## src/design/c3gf_pkg.sv

```systemverilog
// ----------------------------------------------------------------------------
// c3gf_pkg: shared types and constants of the 3x3 grayscale filter
// Geometry limits, configuration register codes, queue entry and status types.
// ----------------------------------------------------------------------------
package c3gf_pkg;

  localparam int MAX_WIDTH = 4096;
  localparam int COL_BITS  = $clog2(MAX_WIDTH);
  localparam int WID_BITS  = 13;
  localparam int HGT_BITS  = 16;
  localparam int COEF_BITS = 8;
  localparam int ROW_BITS  = 3 * COEF_BITS;
  localparam int PROD_BITS = 9 + COEF_BITS;
  localparam int SUM_BITS  = PROD_BITS + 4;
  localparam int Q_DEPTH   = 4;
  localparam int QP_BITS   = $clog2(Q_DEPTH);

  localparam logic [WID_BITS-1:0] MIN_DIM      = WID_BITS'(3);
  localparam logic [WID_BITS-1:0] MAX_WID_VAL  = WID_BITS'(MAX_WIDTH);
  localparam logic [HGT_BITS-1:0] MIN_HGT      = HGT_BITS'(3);

  localparam logic [2:0] REG_FRAME_WIDTH  = 3'd0;
  localparam logic [2:0] REG_FRAME_HEIGHT = 3'd1;
  localparam logic [2:0] REG_COEF_TOP     = 3'd2;
  localparam logic [2:0] REG_COEF_MID     = 3'd3;
  localparam logic [2:0] REG_COEF_BOT     = 3'd4;
  localparam logic [2:0] REG_DIVISOR      = 3'd5;

  typedef struct packed {
    logic [WID_BITS-1:0]          frame_width;
    logic [HGT_BITS-1:0]          frame_height;
    logic [2:0][ROW_BITS-1:0]     coef;
    logic [7:0]                   divisor;
  } cfg_t;

  // Window pixels, index = column * 3 + row, column 0 is the leftmost.
  typedef struct packed {
    logic [8:0][7:0] pix;
    logic            last;
  } win_t;

  typedef struct packed {
    logic full;
    logic empty;
  } q_stat_t;

  function automatic logic signed [COEF_BITS-1:0] coef_at(cfg_t c, int r, int k);
    coef_at = c.coef[r][k*COEF_BITS +: COEF_BITS];
  endfunction

endpackage

```

## src/design/c3gf_queue.sv

```systemverilog
// ----------------------------------------------------------------------------
// c3gf_queue: window queue
// Small register FIFO between intake and arithmetic.
// ----------------------------------------------------------------------------
module c3gf_queue (
  input  logic              clk,
  input  logic              rst,
  input  logic              push,
  input  c3gf_pkg::win_t    push_data,
  input  logic              pop,
  output c3gf_pkg::win_t    pop_data,
  output c3gf_pkg::q_stat_t stat
);
  import c3gf_pkg::*;

  win_t               mem [Q_DEPTH];
  logic [QP_BITS-1:0] wr_ptr, rd_ptr;
  logic [QP_BITS:0]   count;

  assign stat.full  = count == (QP_BITS+1)'(Q_DEPTH);
  assign stat.empty = count == '0;
  assign pop_data   = mem[rd_ptr];

  always_ff @(posedge clk) begin
    if (push) mem[wr_ptr] <= push_data;
  end

  always_ff @(posedge clk) begin
    if (rst) begin
      wr_ptr <= '0;
      rd_ptr <= '0;
      count  <= '0;
    end else begin
      if (push) wr_ptr <= wr_ptr + QP_BITS'(1);
      if (pop)  rd_ptr <= rd_ptr + QP_BITS'(1);
      case ({push, pop})
        2'b10:   count <= count + (QP_BITS+1)'(1);
        2'b01:   count <= count - (QP_BITS+1)'(1);
        default: count <= count;
      endcase
    end
  end
endmodule

```

## config.mk

```make
export PLATFORM = sky130hd
export DESIGN_NAME = c3gf_queue
export DESIGN_NICKNAME = d
export VERILOG_FILES = /design/src/design/c3gf_pkg.sv /design/src/design/c3gf_queue.sv
export SDC_FILE = /design/constraint.sdc
export NUM_CORES = 1
export LEC_CHECK = 0
export ABC_AREA = 1
export ABC_CLOCK_PERIOD_IN_PS = 5100
export BUFFER_PORTS_ARGS = -buffer_cell sky130_fd_sc_hd__buf_2
export CAP_MARGIN = 20
export CORE_AREA = 2 2 183 185
export DETAILED_ROUTE_END_ITERATION = 10
export DIE_AREA = 0 0 185 187
export SLEW_MARGIN = 40
export SYNTH_ARGS = -nofsm -noshare
export SYNTH_HDL_FRONTEND = slang
export SYNTH_SLANG_ARGS = --single-unit
```

## constraint.sdc

```tcl
create_clock -name clk -period 5.1 [get_ports clk]
set_clock_uncertainty 0.1 [all_clocks]
set_input_delay 0 -clock clk [delete_from_list [all_inputs] [get_ports clk]]
set_output_delay 0 -clock clk [all_outputs]
set_load 0.05 [all_outputs]
```

Word-level counts from Yosys, hierarchy flattened
Memories as Yosys holds them, arrays and structs flattened. A register that Yosys moved wholly into a read port is not among the register bits.
Index checks and enable logic that the tools add are counted.

cells by class
  bitwise gates (word level) = 0
  reduce and logical (&&, ||, !) cells = 2
  multiply operators = 0
  order comparisons = 0
  shifts and indexed selects = 0
  equal/unequal tests = 3
  div/mod/pow operators = 0
  muxes and demuxes = 5
  add/sub/neg operators = 4

operators by type and width
  operator                                              number
  case mux 3 bit (2 select lines)                       1
  adder 2 x 1 -> 2 bit (second input constant)          2
  2-to-1 mux 2 bit                                      2
  adder 3 x 1 -> 3 bit (second input constant)          1
  equality test 3 bit (second input constant)           1
  zero test 3 bit                                       1
  subtractor 3 x 1 -> 3 bit (second input constant)     1
  equality test 2 x 1 -> 1 bit (second input constant)  1
  equality test 2 bit (second input constant)           1
  2-to-1 mux 1 bit                                      2
  nonzero test 2 bit                                    1

storage, ports and cells
  bits in writable memories = 292
  memories kept = 1
  word-level logic and storage cells = 18
  bits in latches = 0
  bits in read-only memories = 0
  output and inout port bits = 75
  bits in registers = 7

memory list
  name  depth  width  rd ports  clocked after memory_dff  write ports  RTL line          RTL
  mem   4      73     1         1                         1            c3gf_queue.sv:16  win_t mem [Q_DEPTH];

Logic depth before layout (Yosys ltp)
  depth in word-level cells = 3
  gate-level depth with buffers = 10
  mapped depth without buffers = 10

Worst setup path after synthesis
No wires, ideal clock.

  path type = register -> register
  start = register wr_ptr[0]
  end = memory mem[2][0] (netlist name), enable pin
  arrival = 2.004 ns
  stages on the path, launching flop included = 5
  setup time = 0.427 ns
  path slack = 2.569 ns
  clock period less this slack = 2.531 ns
  path buffers = 0
  required time = 4.573 ns
  path through = dfxtp_1 inv_1 ha_1 nand2_1 inv_1

RTL lines
  item                    RTL line          RTL
  from (decl)             c3gf_queue.sv:17  logic [QP_BITS-1:0] wr_ptr, rd_ptr;
  from (signal assigned)  c3gf_queue.sv:34  if (push) wr_ptr <= wr_ptr + QP_BITS'(1);
  to (decl)               c3gf_queue.sv:16

No word-level cell before the write port.

==> results.ini <==
[setup_path]
ff2ff_path_depth = 8
crit_type = reg2out
reg2reg_to = count[2]$_SDFFE_PP0P_
crit_fanout = 68
slowest_delay_ps = 670
end_kind = output pin
rr_startpoint = count[0]$_SDFFE_PP0P_
cp.required_ps = 5000
arrival_ps = 3050
crit_chain = inv_4 > buf_4 > nor2_1 > o22ai_1 > buf_2
cpMaxStageDelayCell = inv_4
r2r_slack_ps = 2610
startpoint_type = register

[clock_network]
ctsHtreeMaxLevel = 1
clock_sinks = 301
cts_tree = yes
root_buffer = clkbuf_16
cts-buffers-inserted = 31
cts_buffer_depth = 3
postCtsSetupRepairBufs = 0
insertion_delay_ps = 540
clk_pin_slew_ps = 60
postCtsHoldBufs = 79
cts-resized-gates = 0

[sta]
finalSetupViolCount = 0
worst_slew_pin_slew_ps = 787
worst_slack_ps = 1950
maxSlewHeadroom_pct = 47.5
hold_viol = 0
drv_slew = 0
fin_tns_setup_ps = 0
grt_setup_unrepaired = false
min_period_ps = 3150
fmax_ghz = 0.318
period_share_pct = 61.7

[finish]
utilization_pct = 42.9
drive_gt1_share_pct = 20.4
layout.nets = 1073
area_growth_pct = 25.1
fin_cells = 1462

[logic_synthesis]
yosysUniqueCellTypes = 21
yosysTopAreaCell = edfxtp_1
synth.avg_cell_area_um2 = 14.8
syn_area_mm2 = 0.0113
ys_seq_area_share_pct = 79.3
synth_top_cells_by_area = edfxtp_1 (78%), nor2_1 (5.0%), o22ai_1 (4.0%), o21ai_0 (3.8%), o21ai_1 (3.0%)
synth_nets = 847
yosys_warnings = 0
synthesis.instances = 764
yosysTopAreaCellShare_pct = 77.7
ys_ff_latch = 301

[grt]
grt_max_degree = 81
grt_pass1_wl_mm = 37.4
globalRouteOverflowTotal = 0
antenna_found_initial = 1
grtUsageTotal_pct = 13.9
grt_pass1_vias = 6885

[min_path]
holdPathEnd = mem[0][2]$_DFFE_PP_
hp-class = in2reg
hold_path_startpoint = push_data[2]
hold_depth = 2

[placement]
place_inst = 1326
dp_hpwl_mm = 13.6
pre_cts_slack_ps = 2490
portBuffers = 151
gp_congestion = 0.703

[power_and_ir_drop]
max-vdd-ir-drop_mv = 0.249
power_per_cell_area_mw_per_mm2 = 406
total_power_w = 0.00573
p_leak_nw = 4.93

[routing]
first_iter_violations = 457
drcViolationCount = 0
drt_wl_total_mm = 24.7
vias_per_cell = 4.74
drt_first_pass_iters = 4
vias = 6935
drtAntennaViolNets = 0
wl_per_cell_um = 16.9

[job]
maxCapViolCount = 0

[outcome]
status = finished clean

[floorplanning]
fp.coreArea_mm2 = 0.0329
die_x_um = 185
die_h_um = 187
fp.dieArea_mm2 = 0.0346
io_pins = 152
rows = 67
start_util_pct = 34.3

## cells by family after synthesis
kind of cell             after synthesis  share of synthesized area (%)
flip-flops                           301                           79.3
AND/OR/NAND/NOR                      162                           5.45
buffers and inverters                 65                           3.47
AO/OA/AOI/OAI                        230                           11.0
adder cells (fa/ha/maj)                6                          0.732
## critical path: cells and delay by family, from the launching register on
kind / cells / cell delay, ps
AOI/OAI and AO/OA: 1 / 260
and+or+nand+nor: 1 / 80
DFF: 1 / 540
buffers and inverters: 3 / 1530
## final cells by class
class / instances / area (um2)
diodes: 1 / 2.50
clock inverters: 13 / 114
inverters: 18 / 90.1
well taps: 448 / 561
clock buffers: 43 / 831
flip-flops and latches: 301 / 8950
fillers: 3037 / 18700
multi-input cells: 398 / 1940
repair buffers: 240 / 1620
## registers in the layout (all words and copies together), names as in the netlist, named ones only
| register | cells |
|---|---|
| rd_ptr | 2 |
| wr_ptr | 2 |
| mem | 292 |
| count | 3 |
## per-stage QoR
stage / hold slack, ps / instance area, um2
4_1_cts: 72.3 / 14100
3_3_place_gp: 114 / 12400
5_1_grt: 95.3 / 14100
6_report: 107 / 14100
3_5_place_dp: 117 / 12400
2_1_floorplan: -1.13 / 11300
## Yosys cell counts
master	number
o22ai_1	73
a21oi_1	5
clkbuf_2	4
nand4_1	1
buf_4	10
fa_1	1
inv_4	1
buf_2	4
dfxtp_1	9
nand2_1	9
ha_1	5
nor3_1	2
clkinv_1	1
buf_6	13
nor2_1	149
o21ai_0	85
inv_1	16
nand3_1	1
o21ai_1	67
edfxtp_1	292
clkbuf_1	16
## cell usage in the layout (no fill, tap or decap), drive strengths merged, types with 9 or more instances in the layout
master | synthesis | routed
buf | 27 | 161
clkbuf | 20 | 43
clkinv | 1 | 15
dfxtp | 9 | 9
dlygate4sd3 | 0 | 79
edfxtp | 292 | 292
inv | 17 | 14
nand2 | 9 | 9
nor2 | 149 | 149
o21ai | 152 | 152
o22ai | 73 | 73
## routing by layer
layer | wire, um | vias up | GRT usage, %
met5 | 0 | - | 0
met4 | 646 | 0 | 4.09
met3 | 1280 | 43 | 2.45
met2 | 11700 | 187 | 23.4
met1 | 11000 | 3378 | 18.5
li1 | - | 3327 | -
## how the worst max path moves through the flow
stage | endpoint | cells past startpoint | slack (ps) | from
floorplan | mem[2][0]$_DFFE_PP_ | 4 | 2570 | wr_ptr[0]$_SDFFE_PP0P_
finish | pop_data[45] | 5 | 1950 | register
CTS | pop_data[38] | 5 | 1900 | register
global placement | pop_data[38] | 5 | 2510 | register
global route | pop_data[38] | 5 | 1740 | register
detailed placement | pop_data[38] | 5 | 2490 | register
## where the power goes
group          internal, W  total (W)  switching, W
registers          0.00283    0.00286     0.0000344
logic             0.000196   0.000781      0.000585
clock network      0.00123    0.00209      0.000863
Power figures use the tool's default switching activity.
