===== config.mk =====
export PLATFORM = sky130hd
export DESIGN_NAME = c3gf_back_flat
export DESIGN_NICKNAME = d
export VERILOG_FILES = /design/src/design/c3gf_pkg.sv /design/src/design/c3gf_res_if.sv /design/src/design/c3gf_back.sv /design/src/flat_wrapper.sv
export SDC_FILE = /design/constraint.sdc
export NUM_CORES = 2
export LEC_CHECK = 0
export ABC_AREA = 1
export BUFFER_PORTS_ARGS = -buffer_cell sky130_fd_sc_hd__buf_2
export CAP_MARGIN = 20
export CORE_MARGIN = 4
export CORE_UTILIZATION = 40
export DETAILED_ROUTE_END_ITERATION = 10
export PLACE_DENSITY_LB_ADDON = 0.08
export REMOVE_ABC_BUFFERS = 1
export SLEW_MARGIN = 5
export SYNTH_ARGS = -nofsm -noshare
export SYNTH_HDL_FRONTEND = slang
export SYNTH_SLANG_ARGS = --single-unit

===== constraint.sdc =====
create_clock -name clk -period 5.65 [get_ports clk]
set_input_delay 1.13 -clock clk [delete_from_list [all_inputs] [get_ports clk]]
set_output_delay 1.13 -clock clk [all_outputs]
set_load 0.03 [all_outputs]

===== src/design/c3gf_pkg.sv =====
// ----------------------------------------------------------------------------
// c3gf_pkg: shared types and constants of the 3x3 grayscale filter
// Geometry limits, configuration register codes, queue entry and status types.
// ----------------------------------------------------------------------------
package c3gf_pkg;

  localparam int MAX_WIDTH = 4096;
  localparam int COL_BITS  = $clog2(MAX_WIDTH);
  localparam int WID_BITS  = 13;
  localparam int HGT_BITS  = 16;
  localparam int COEF_BITS = 8;
  localparam int ROW_BITS  = 3 * COEF_BITS;
  localparam int PROD_BITS = 9 + COEF_BITS;
  localparam int SUM_BITS  = PROD_BITS + 4;
  localparam int Q_DEPTH   = 4;
  localparam int QP_BITS   = $clog2(Q_DEPTH);

  localparam logic [WID_BITS-1:0] MIN_DIM      = WID_BITS'(3);
  localparam logic [WID_BITS-1:0] MAX_WID_VAL  = WID_BITS'(MAX_WIDTH);
  localparam logic [HGT_BITS-1:0] MIN_HGT      = HGT_BITS'(3);

  localparam logic [2:0] REG_FRAME_WIDTH  = 3'd0;
  localparam logic [2:0] REG_FRAME_HEIGHT = 3'd1;
  localparam logic [2:0] REG_COEF_TOP     = 3'd2;
  localparam logic [2:0] REG_COEF_MID     = 3'd3;
  localparam logic [2:0] REG_COEF_BOT     = 3'd4;
  localparam logic [2:0] REG_DIVISOR      = 3'd5;

  typedef struct packed {
    logic [WID_BITS-1:0]          frame_width;
    logic [HGT_BITS-1:0]          frame_height;
    logic [2:0][ROW_BITS-1:0]     coef;
    logic [7:0]                   divisor;
  } cfg_t;

  // Window pixels, index = column * 3 + row, column 0 is the leftmost.
  typedef struct packed {
    logic [8:0][7:0] pix;
    logic            last;
  } win_t;

  typedef struct packed {
    logic full;
    logic empty;
  } q_stat_t;

  function automatic logic signed [COEF_BITS-1:0] coef_at(cfg_t c, int r, int k);
    coef_at = c.coef[r][k*COEF_BITS +: COEF_BITS];
  endfunction

endpackage


===== src/design/c3gf_res_if.sv =====
// ----------------------------------------------------------------------------
// c3gf_res_if: filtered result channel
// Valid/ready channel carrying one filtered value and its end of frame mark.
// ----------------------------------------------------------------------------
interface c3gf_res_if;
  logic       valid;
  logic       ready;
  logic [7:0] filtered;
  logic       frame_last;
  modport source (output valid, output filtered, output frame_last, input ready);
  modport sink   (input valid, input filtered, input frame_last, output ready);
endinterface


===== src/design/c3gf_back.sv =====
// ----------------------------------------------------------------------------
// c3gf_back: weighted sum, division and clamp
// Multiplies, sums, divides by the divisor bit by bit or clamps, and drives results.
// ----------------------------------------------------------------------------
module c3gf_back (
  input  logic              clk,
  input  logic              rst,
  input  c3gf_pkg::cfg_t    cfg,
  input  c3gf_pkg::q_stat_t q_stat,
  input  c3gf_pkg::win_t    q_data,
  output logic              pop,
  c3gf_res_if.source        res
);
  import c3gf_pkg::*;

  typedef enum logic [5:0] {
    B_IDLE = 6'b000001, B_MUL = 6'b000010, B_SUM = 6'b000100,
    B_CHK  = 6'b001000, B_DIV = 6'b010000, B_OUT = 6'b100000
  } bstate_t;

  bstate_t                     state;
  win_t                        item;
  logic signed [PROD_BITS-1:0] prod [9];
  logic signed [SUM_BITS-1:0]  sum, sum_next;
  logic [7:0]                  d, rem, num, res_val;
  logic [8:0]                  rem9;
  logic                        ge;
  logic [2:0]                  cnt;
  logic                        out_valid;
  logic [7:0]                  out_val;
  logic                        out_last;
  logic                        load;

  assign pop       = (state == B_IDLE) && !q_stat.empty;
  assign d         = (cfg.divisor == 8'd0) ? 8'd1 : cfg.divisor;
  assign rem9      = {rem, num[7]};
  assign ge        = rem9 >= {1'b0, d};
  assign load      = (state == B_OUT) && (!out_valid || res.ready);
  assign res.valid      = out_valid;
  assign res.filtered   = out_val;
  assign res.frame_last = out_last;

  always_comb begin
    sum_next = '0;
    for (int i = 0; i < 9; i++) sum_next = sum_next + SUM_BITS'(prod[i]);
  end

  always_ff @(posedge clk) begin
    if (pop) item <= q_data;
    if (state == B_MUL) begin
      for (int i = 0; i < 9; i++)
        prod[i] <= $signed({1'b0, item.pix[i]}) * coef_at(cfg, i % 3, i / 3);
    end
    if (state == B_SUM) sum <= sum_next;
    if (state == B_CHK) begin
      rem     <= sum[15:8];
      num     <= sum[7:0];
      res_val <= (sum <= 0) ? 8'd0 : 8'd255;
    end
    if (state == B_DIV) begin
      rem <= ge ? 8'(rem9 - {1'b0, d}) : rem9[7:0];
      num <= {num[6:0], ge};
      if (cnt == 3'd0) res_val <= {num[6:0], ge};
    end
  end

  always_ff @(posedge clk) begin
    if (rst) begin
      state     <= B_IDLE;
      cnt       <= '0;
      out_valid <= 1'b0;
    end else begin
      if (load) out_valid <= 1'b1;
      else if (res.ready) out_valid <= 1'b0;
      case (state)
        B_IDLE: if (pop) state <= B_MUL;
        B_MUL:  state <= B_SUM;
        B_SUM:  state <= B_CHK;
        B_CHK: begin
          cnt <= 3'd7;
          if (sum <= 0 || sum >= $signed(SUM_BITS'({d, 8'd0}))) state <= B_OUT;
          else state <= B_DIV;
        end
        B_DIV: begin
          cnt <= cnt - 3'd1;
          if (cnt == 3'd0) state <= B_OUT;
        end
        B_OUT: begin
          if (load) begin
            out_val  <= res_val;
            out_last <= item.last;
            state    <= B_IDLE;
          end
        end
        default: state <= B_IDLE;
      endcase
    end
  end
endmodule


===== src/flat_wrapper.sv =====
// flat-port wrapper written by rule: the top's interface ports become plain ports
module c3gf_back_flat import c3gf_pkg::*;
  (clk, rst, cfg, q_stat, q_data, pop, res_valid, res_filtered, res_frame_last, res_ready);
  c3gf_res_if res_i ();
  input  logic clk;
  input  logic rst;
  input  c3gf_pkg::cfg_t cfg;
  input  c3gf_pkg::q_stat_t q_stat;
  input  c3gf_pkg::win_t q_data;
  output logic pop;
  output wire logic [$bits(res_i.valid)-1:0] res_valid;
  output wire logic [$bits(res_i.filtered)-1:0] res_filtered;
  output wire logic [$bits(res_i.frame_last)-1:0] res_frame_last;
  input wire logic [$bits(res_i.ready)-1:0] res_ready;
  assign res_valid = res_i.valid;
  assign res_filtered = res_i.filtered;
  assign res_frame_last = res_i.frame_last;
  assign res_i.ready = res_ready;
  c3gf_back u_core (.clk(clk), .rst(rst), .cfg(cfg), .q_stat(q_stat), .q_data(q_data), .pop(pop), .res(res_i));
endmodule

# Word-level counts from Yosys, hierarchy flattened
# Memories as Yosys holds them, arrays and structs flattened.
# Cells that the tools add are included.
[totals]
regBits = 137
elab_cells = 84
output_inout_bits = 11
mem_bits_ro = 0
memories = 1
in_bits = 187
mem_bits_rw = 153
latchBits = 0
[classes]
order_cmp = 3
n_bitwise = 1
addsub = 10
n_mul = 9
muxes = 20
n_shift = 0
div_mod_pow = 0
n_eq_ne = 9
reduce_logical = 12
[mem_list]
columns = ["memory", "words", "width", "rd", "rd_clocked_by_memory_dff", "wr", "line_no", "text"]
rows = [
  ["u_core.prod", 9, 17, 9, 0, 9, "c3gf_back.sv:23", "logic signed [PROD_BITS-1:0] prod [9];"],
]
[op_table]
columns = ["cell", "count"]
rows = [
  ["multiplier 9 x 8 -> 17 bit", 9],
  ["adder 21 x 17 -> 21 bit", 6],
  ["2-to-1 mux 8 bit", 10],
  ["one-hot mux 6 bit (6 select lines)", 1],
  ["2-to-1 mux 6 bit", 4],
  ["greater-or-equal comparator 21 x 17 -> 1 bit", 1],
  ["<= comparator 21 x 1 -> 1 bit, second input constant", 1],
  ["adder 18 x 17 -> 19 bit", 1],
  ["adder 17 x 17 -> 18 bit", 1],
  ["greater-or-equal comparator 9 x 8 -> 1 bit", 1],
  ["logical NOT 8 bit", 1],
  ["subtractor 8 bit", 1],
  ["equality test 6 x 1 -> 1 bit, second input constant", 1],
  ["equality test 6 x 2 -> 1 bit, second input constant", 1],
  ["equality test 6 x 3 -> 1 bit, second input constant", 1],
  ["equality test 6 x 4 -> 1 bit, second input constant", 1],
  ["equality test 6 x 5 -> 1 bit, second input constant", 1],
  ["equality test 6 bit, second input constant", 1],
  ["one-hot mux 3 bit (2 select lines)", 1],
  ["AND reduction 3 bit", 2],
  ["2-to-1 mux 1 bit", 4],
  ["inequality test 2 bit, second input constant", 2],
  ["nonzero test 2 bit", 2],
  ["logical NOT 3 bit", 1],
  ["other kinds (6)", 9],
]

# Longest topological paths before layout
[logic_depth]
ltp_word = 8
ltp_mapped = 27
depth_no_buf = 27

# Worst setup path before layout
# No wires, ideal clock.
[synth_path]
path_type = "input -> output"
start = "in q_stat[0] in the netlist's numbering"
end = "out pop"
setup_slack_ns = -0.007
stages = 1
path_buffers = 0
t_arrival_ns = 4.527
required_ns = 4.520
path_cell_list = "nor2_1"
[synth_via]
elab_chain_len = 2
[synth_rtl]
columns = ["item", "line_no", "text"]
rows = [
  ["start, declared", "flat_wrapper.sv:8", "input c3gf_pkg::q_stat_t q_stat;"],
  ["logical NOT 1 bit", "c3gf_back.sv:34", "assign pop = (state == B_IDLE) && !q_stat.empty;"],
  ["logical AND 1 bit", "c3gf_back.sv:34", ""],
  ["end, declared", "flat_wrapper.sv:10", "output logic pop;"],
]
# No other way between the ends.

==> flow_summary_export.csv <==
group,metric,value,unit
layout,synthToLayoutAreaGrowth,10.5,%
synth,ys.flop_type,"edfxtp_1",
die,die_h,305,um
critical_path,cp.depth,24,
synth,synthDistinctLibCells,44,
placed_design,dp.cells,5198,
critical_path,start_kind,"flop",
synth,ys_seq_elements,290,
clock_tree,h-tree-depth,2,
synth,yosys-top-cells-area,"fa_1, edfxtp_1, ha_1",
clock_tree,cts_buffers,40,
die,start_util,40.5,%
die,std_cell_rows,108,
routing,totalWireLength,78400,um
synth,synthArstFlopShare,0,%
grt,grt_use_met2,28.4,%
synth,ys_top_cells_by_count,"inv_1, nand2_1, fa_1, ha_1, edfxtp_1",
power_and_ir_drop,pwr_density_cell,624,mW/mm2
timing,fin_hold_ws,431,ps
routing,vias_per_cell,4.61,
placed_design,place_congestion,0.835,
clock_tree,clkLatencyLatePin,590,ps
clock_tree,clock_path_buffers,3,
placed_design,io_buffer_count,167,
synth,yosysMostFrequentCell,"inv_1",
power_and_ir_drop,p_clk_share,10.5,%
power_and_ir_drop,leakage,21.0,nW
clock_tree,clk_pin_slew,50,ps
routing,dr.pass1.iters,5,
grt,grtUsageMet3,2.08,%
timing,maxSlewHeadroom,50.0,%
synth,syn_area,0.0352,mm2
timing,worst_slack,111,ps
routing,drtIter0Drc,1255,
critical_path,worst-setup-path-type,"flop to flop",
timing,finalMaxSlewViolations,0,
grt,first_global_vias,25200,
grt,grtUsageTotal,17.4,%
critical_path,required,5980,ps
synth,synth_cells,3981,
layout,final_cell_area,0.0389,mm2
critical_path,worstPathMaxFanout,3,
grt,use_met1,25.0,%
grt,grt_max_degree,54,
timing,rsz0062_at_grt,"true",
critical_path,r2r_cells,24,
timing,fmax,181,MHz
power_and_ir_drop,p_sw_share,48.1,%
grt,grt_busiest_layer,"met2",
routing,drt-wirelength-per-cell,14.9,um
critical_path,slowest_stage,"fa_1",
synth,synth-edff-count,272,
die,io_pins,198,
timing,hold_violations,0,
timing,setup_viol,0,
synth,synth-seq-area-share,24.2,%
synth,synth-warning-count,0,
power_and_ir_drop,p_int,0.0126,W
layout,final_cell_count_no_fill,5272,
clock_tree,root_buffer,"clkbuf_16",
power_and_ir_drop,power_switching,0.0117,W
synth,synth_top_area_share,25.3,%
critical_path,critPathArrivalTime,5870,ps
synth,yosysTopAreaCell,"fa_1",
timing,tightestPinTransition,750,ps
die,core,0.0870,mm2
placed_design,pre_cts_slack,-81.1,ps
timing,fin_skew,20.0,ps
routing,ant_nets,0,
layout,drive_above_1_share,10.1,%
power_and_ir_drop,vdd_drop_max,1190,uV
clock_tree,post_cts_buffers,0,
worst_hold_path,hp-class,"flop to flop",
grt,grt_pass1_wl,132000,um
run_status,run_status,"finished, final reports clean",
placed_design,placed_cell_area,0.0373,mm2
die,die_w,305,um
power_and_ir_drop,power,0.0243,W
clock_tree,cts_sinks,290,
critical_path,cp_slowest_stage_delay,560,ps
routing,drc,0,
critical_path,cp_num_buf_inv,3,
clock_tree,cts_tree,"built",
clock_tree,hold_buffers,0,
critical_path,crit_chain,"fa_1 -> ha_4 -> fa_2 -> nand3_2 -> nand2_2 -> nand4_1 -> nand2_2 -> nand2_2 -> nand2_2 -> xor2_2 -> fa_1 -> inv_2 -> fa_1 -> fa_1 -> fa_1 -> inv_2 -> ha_4 -> nand2_4 -> inv_4 -> nand2_2 -> nor3_2 -> nand4_1 -> nand4_1 -> nand2_1",
critical_path,critical_path.top_delay_family,"adder cells",
power_and_ir_drop,p_seq_share,14.9,%
synth,syn_avg_cell_area,8.85,um2
power_and_ir_drop,comb_power_share,74.6,%
die,die-area,0.0929,mm2
layout,final_nets,5162,
placed_design,hpwl,65300,um
grt,antenna_found_initial,2,
timing,fin_crit,5540,ps
flow_run,max_cap_viol_count,0,
layout,antenna_cells,0,
routing,num_vias,24300,
grt,overflow,0,
worst_hold_path,hold_path_depth,0,
critical_path,cp-end-kind,"flop",
timing,fin_crit_sh,98.0,%
## cell families after synthesis
kind of cell	share of synthesized area (%)
and+or+nand+nor	14.5
xor gates and xnor gates	3.51
AOI/OAI and AO/OA	4.04
DFF	24.2
adders and majority gates	41.1
buffers and inverters	12.7
## cells in the final DEF, fill, tap and decap left out, drive strengths merged
cell,Yosys,routed
ha,444,444
o21ai,46,46
or2,58,58
edfxtp,272,272
fa,445,445
a41o,1,1
nand4,36,36
o211ai,1,1
clkbuf,137,48
nand3,113,113
nor3b,1,1
clkinv,0,10
inv,1046,1052
buf,4,204
o21bai,21,21
nor4,3,3
xnor2,43,43
a211oi,1,1
o21a,3,3
nand2,830,830
nor3,21,21
o221ai,1,1
a31oi,8,8
clkinvlp,0,6
bufinv,0,3
and3,1,1
xor2,98,98
a221oi,2,2
nand3b,8,8
a21oi,155,155
nor2,146,146
and2,2,2
a21o,16,16
dfxtp,18,18
## flip-flops by register name (all words and copies together) (netlist names)
register               flops
u_core.item               73
u_core.res.frame_last      1
u_core.prod              153
u_core.sum                21
u_core.res.filtered        8
u_core.rem                 8
u_core.state               6
u_core.res.valid           1
u_core.res_val             8
u_core.num                 8
u_core.cnt                 3
## through the flow
stage                     setup TNS (ps)  util [%]
after floorplan                    -6.76         -
after detailed placement            -244      42.8
after global routing                -506      44.7
after global placement             -60.3      42.8
after CTS                              0      44.4
final                                  0      44.7
## worst paths after layout
| path | endpoint | startpoint | slack [ps] |
|---|---|---|---|
| max | u_core.sum[20] | u_core.prod[0][35] | 110 |
| min | u_core.res.frame_last | u_core.item[0] | 430 |
| max reg2reg | u_core.sum[20] | u_core.prod[0][35] | 110 |
| min reg2reg | u_core.res.frame_last | u_core.item[0] | 430 |
## what timing repair did
item,in CTS,in global routing
resized for setup,7,68
endpoints found under the setup margin,8,13
pin swaps,0,25
## per-layer routing
metal  share of wire (%)  vias up
met4                 1.8        2
li1                    -    12300
met2                  46      343
met3                 3.4       78
met5              0.0089        -
met1                  49    11600
## layout make-up
type,count,area (um2)
Timing Repair Buffer,204,1120
Tap cell,1155,1450
Clock inverter,25,251
Multi-Input combinational cell,2504,22600
Inverter,1046,3930
Fill cell,8746,48100
Sequential cell,290,8530
Clock buffer,48,1060
## power groups by stage
stage / Combinational, W / Clock [W] / Sequential [W]
2_1_floorplan: 0.0115 / 0 / 0.00358
5_1_grt: 0.0209 / 0.00274 / 0.00364
3_3_place_gp: 0.0168 / 0 / 0.00366
6_report: 0.0181 / 0.00256 / 0.00361
3_5_place_dp: 0.0167 / 0 / 0.00366
4_1_cts: 0.0169 / 0.00266 / 0.00361
(Power assumes the default switching activity.)
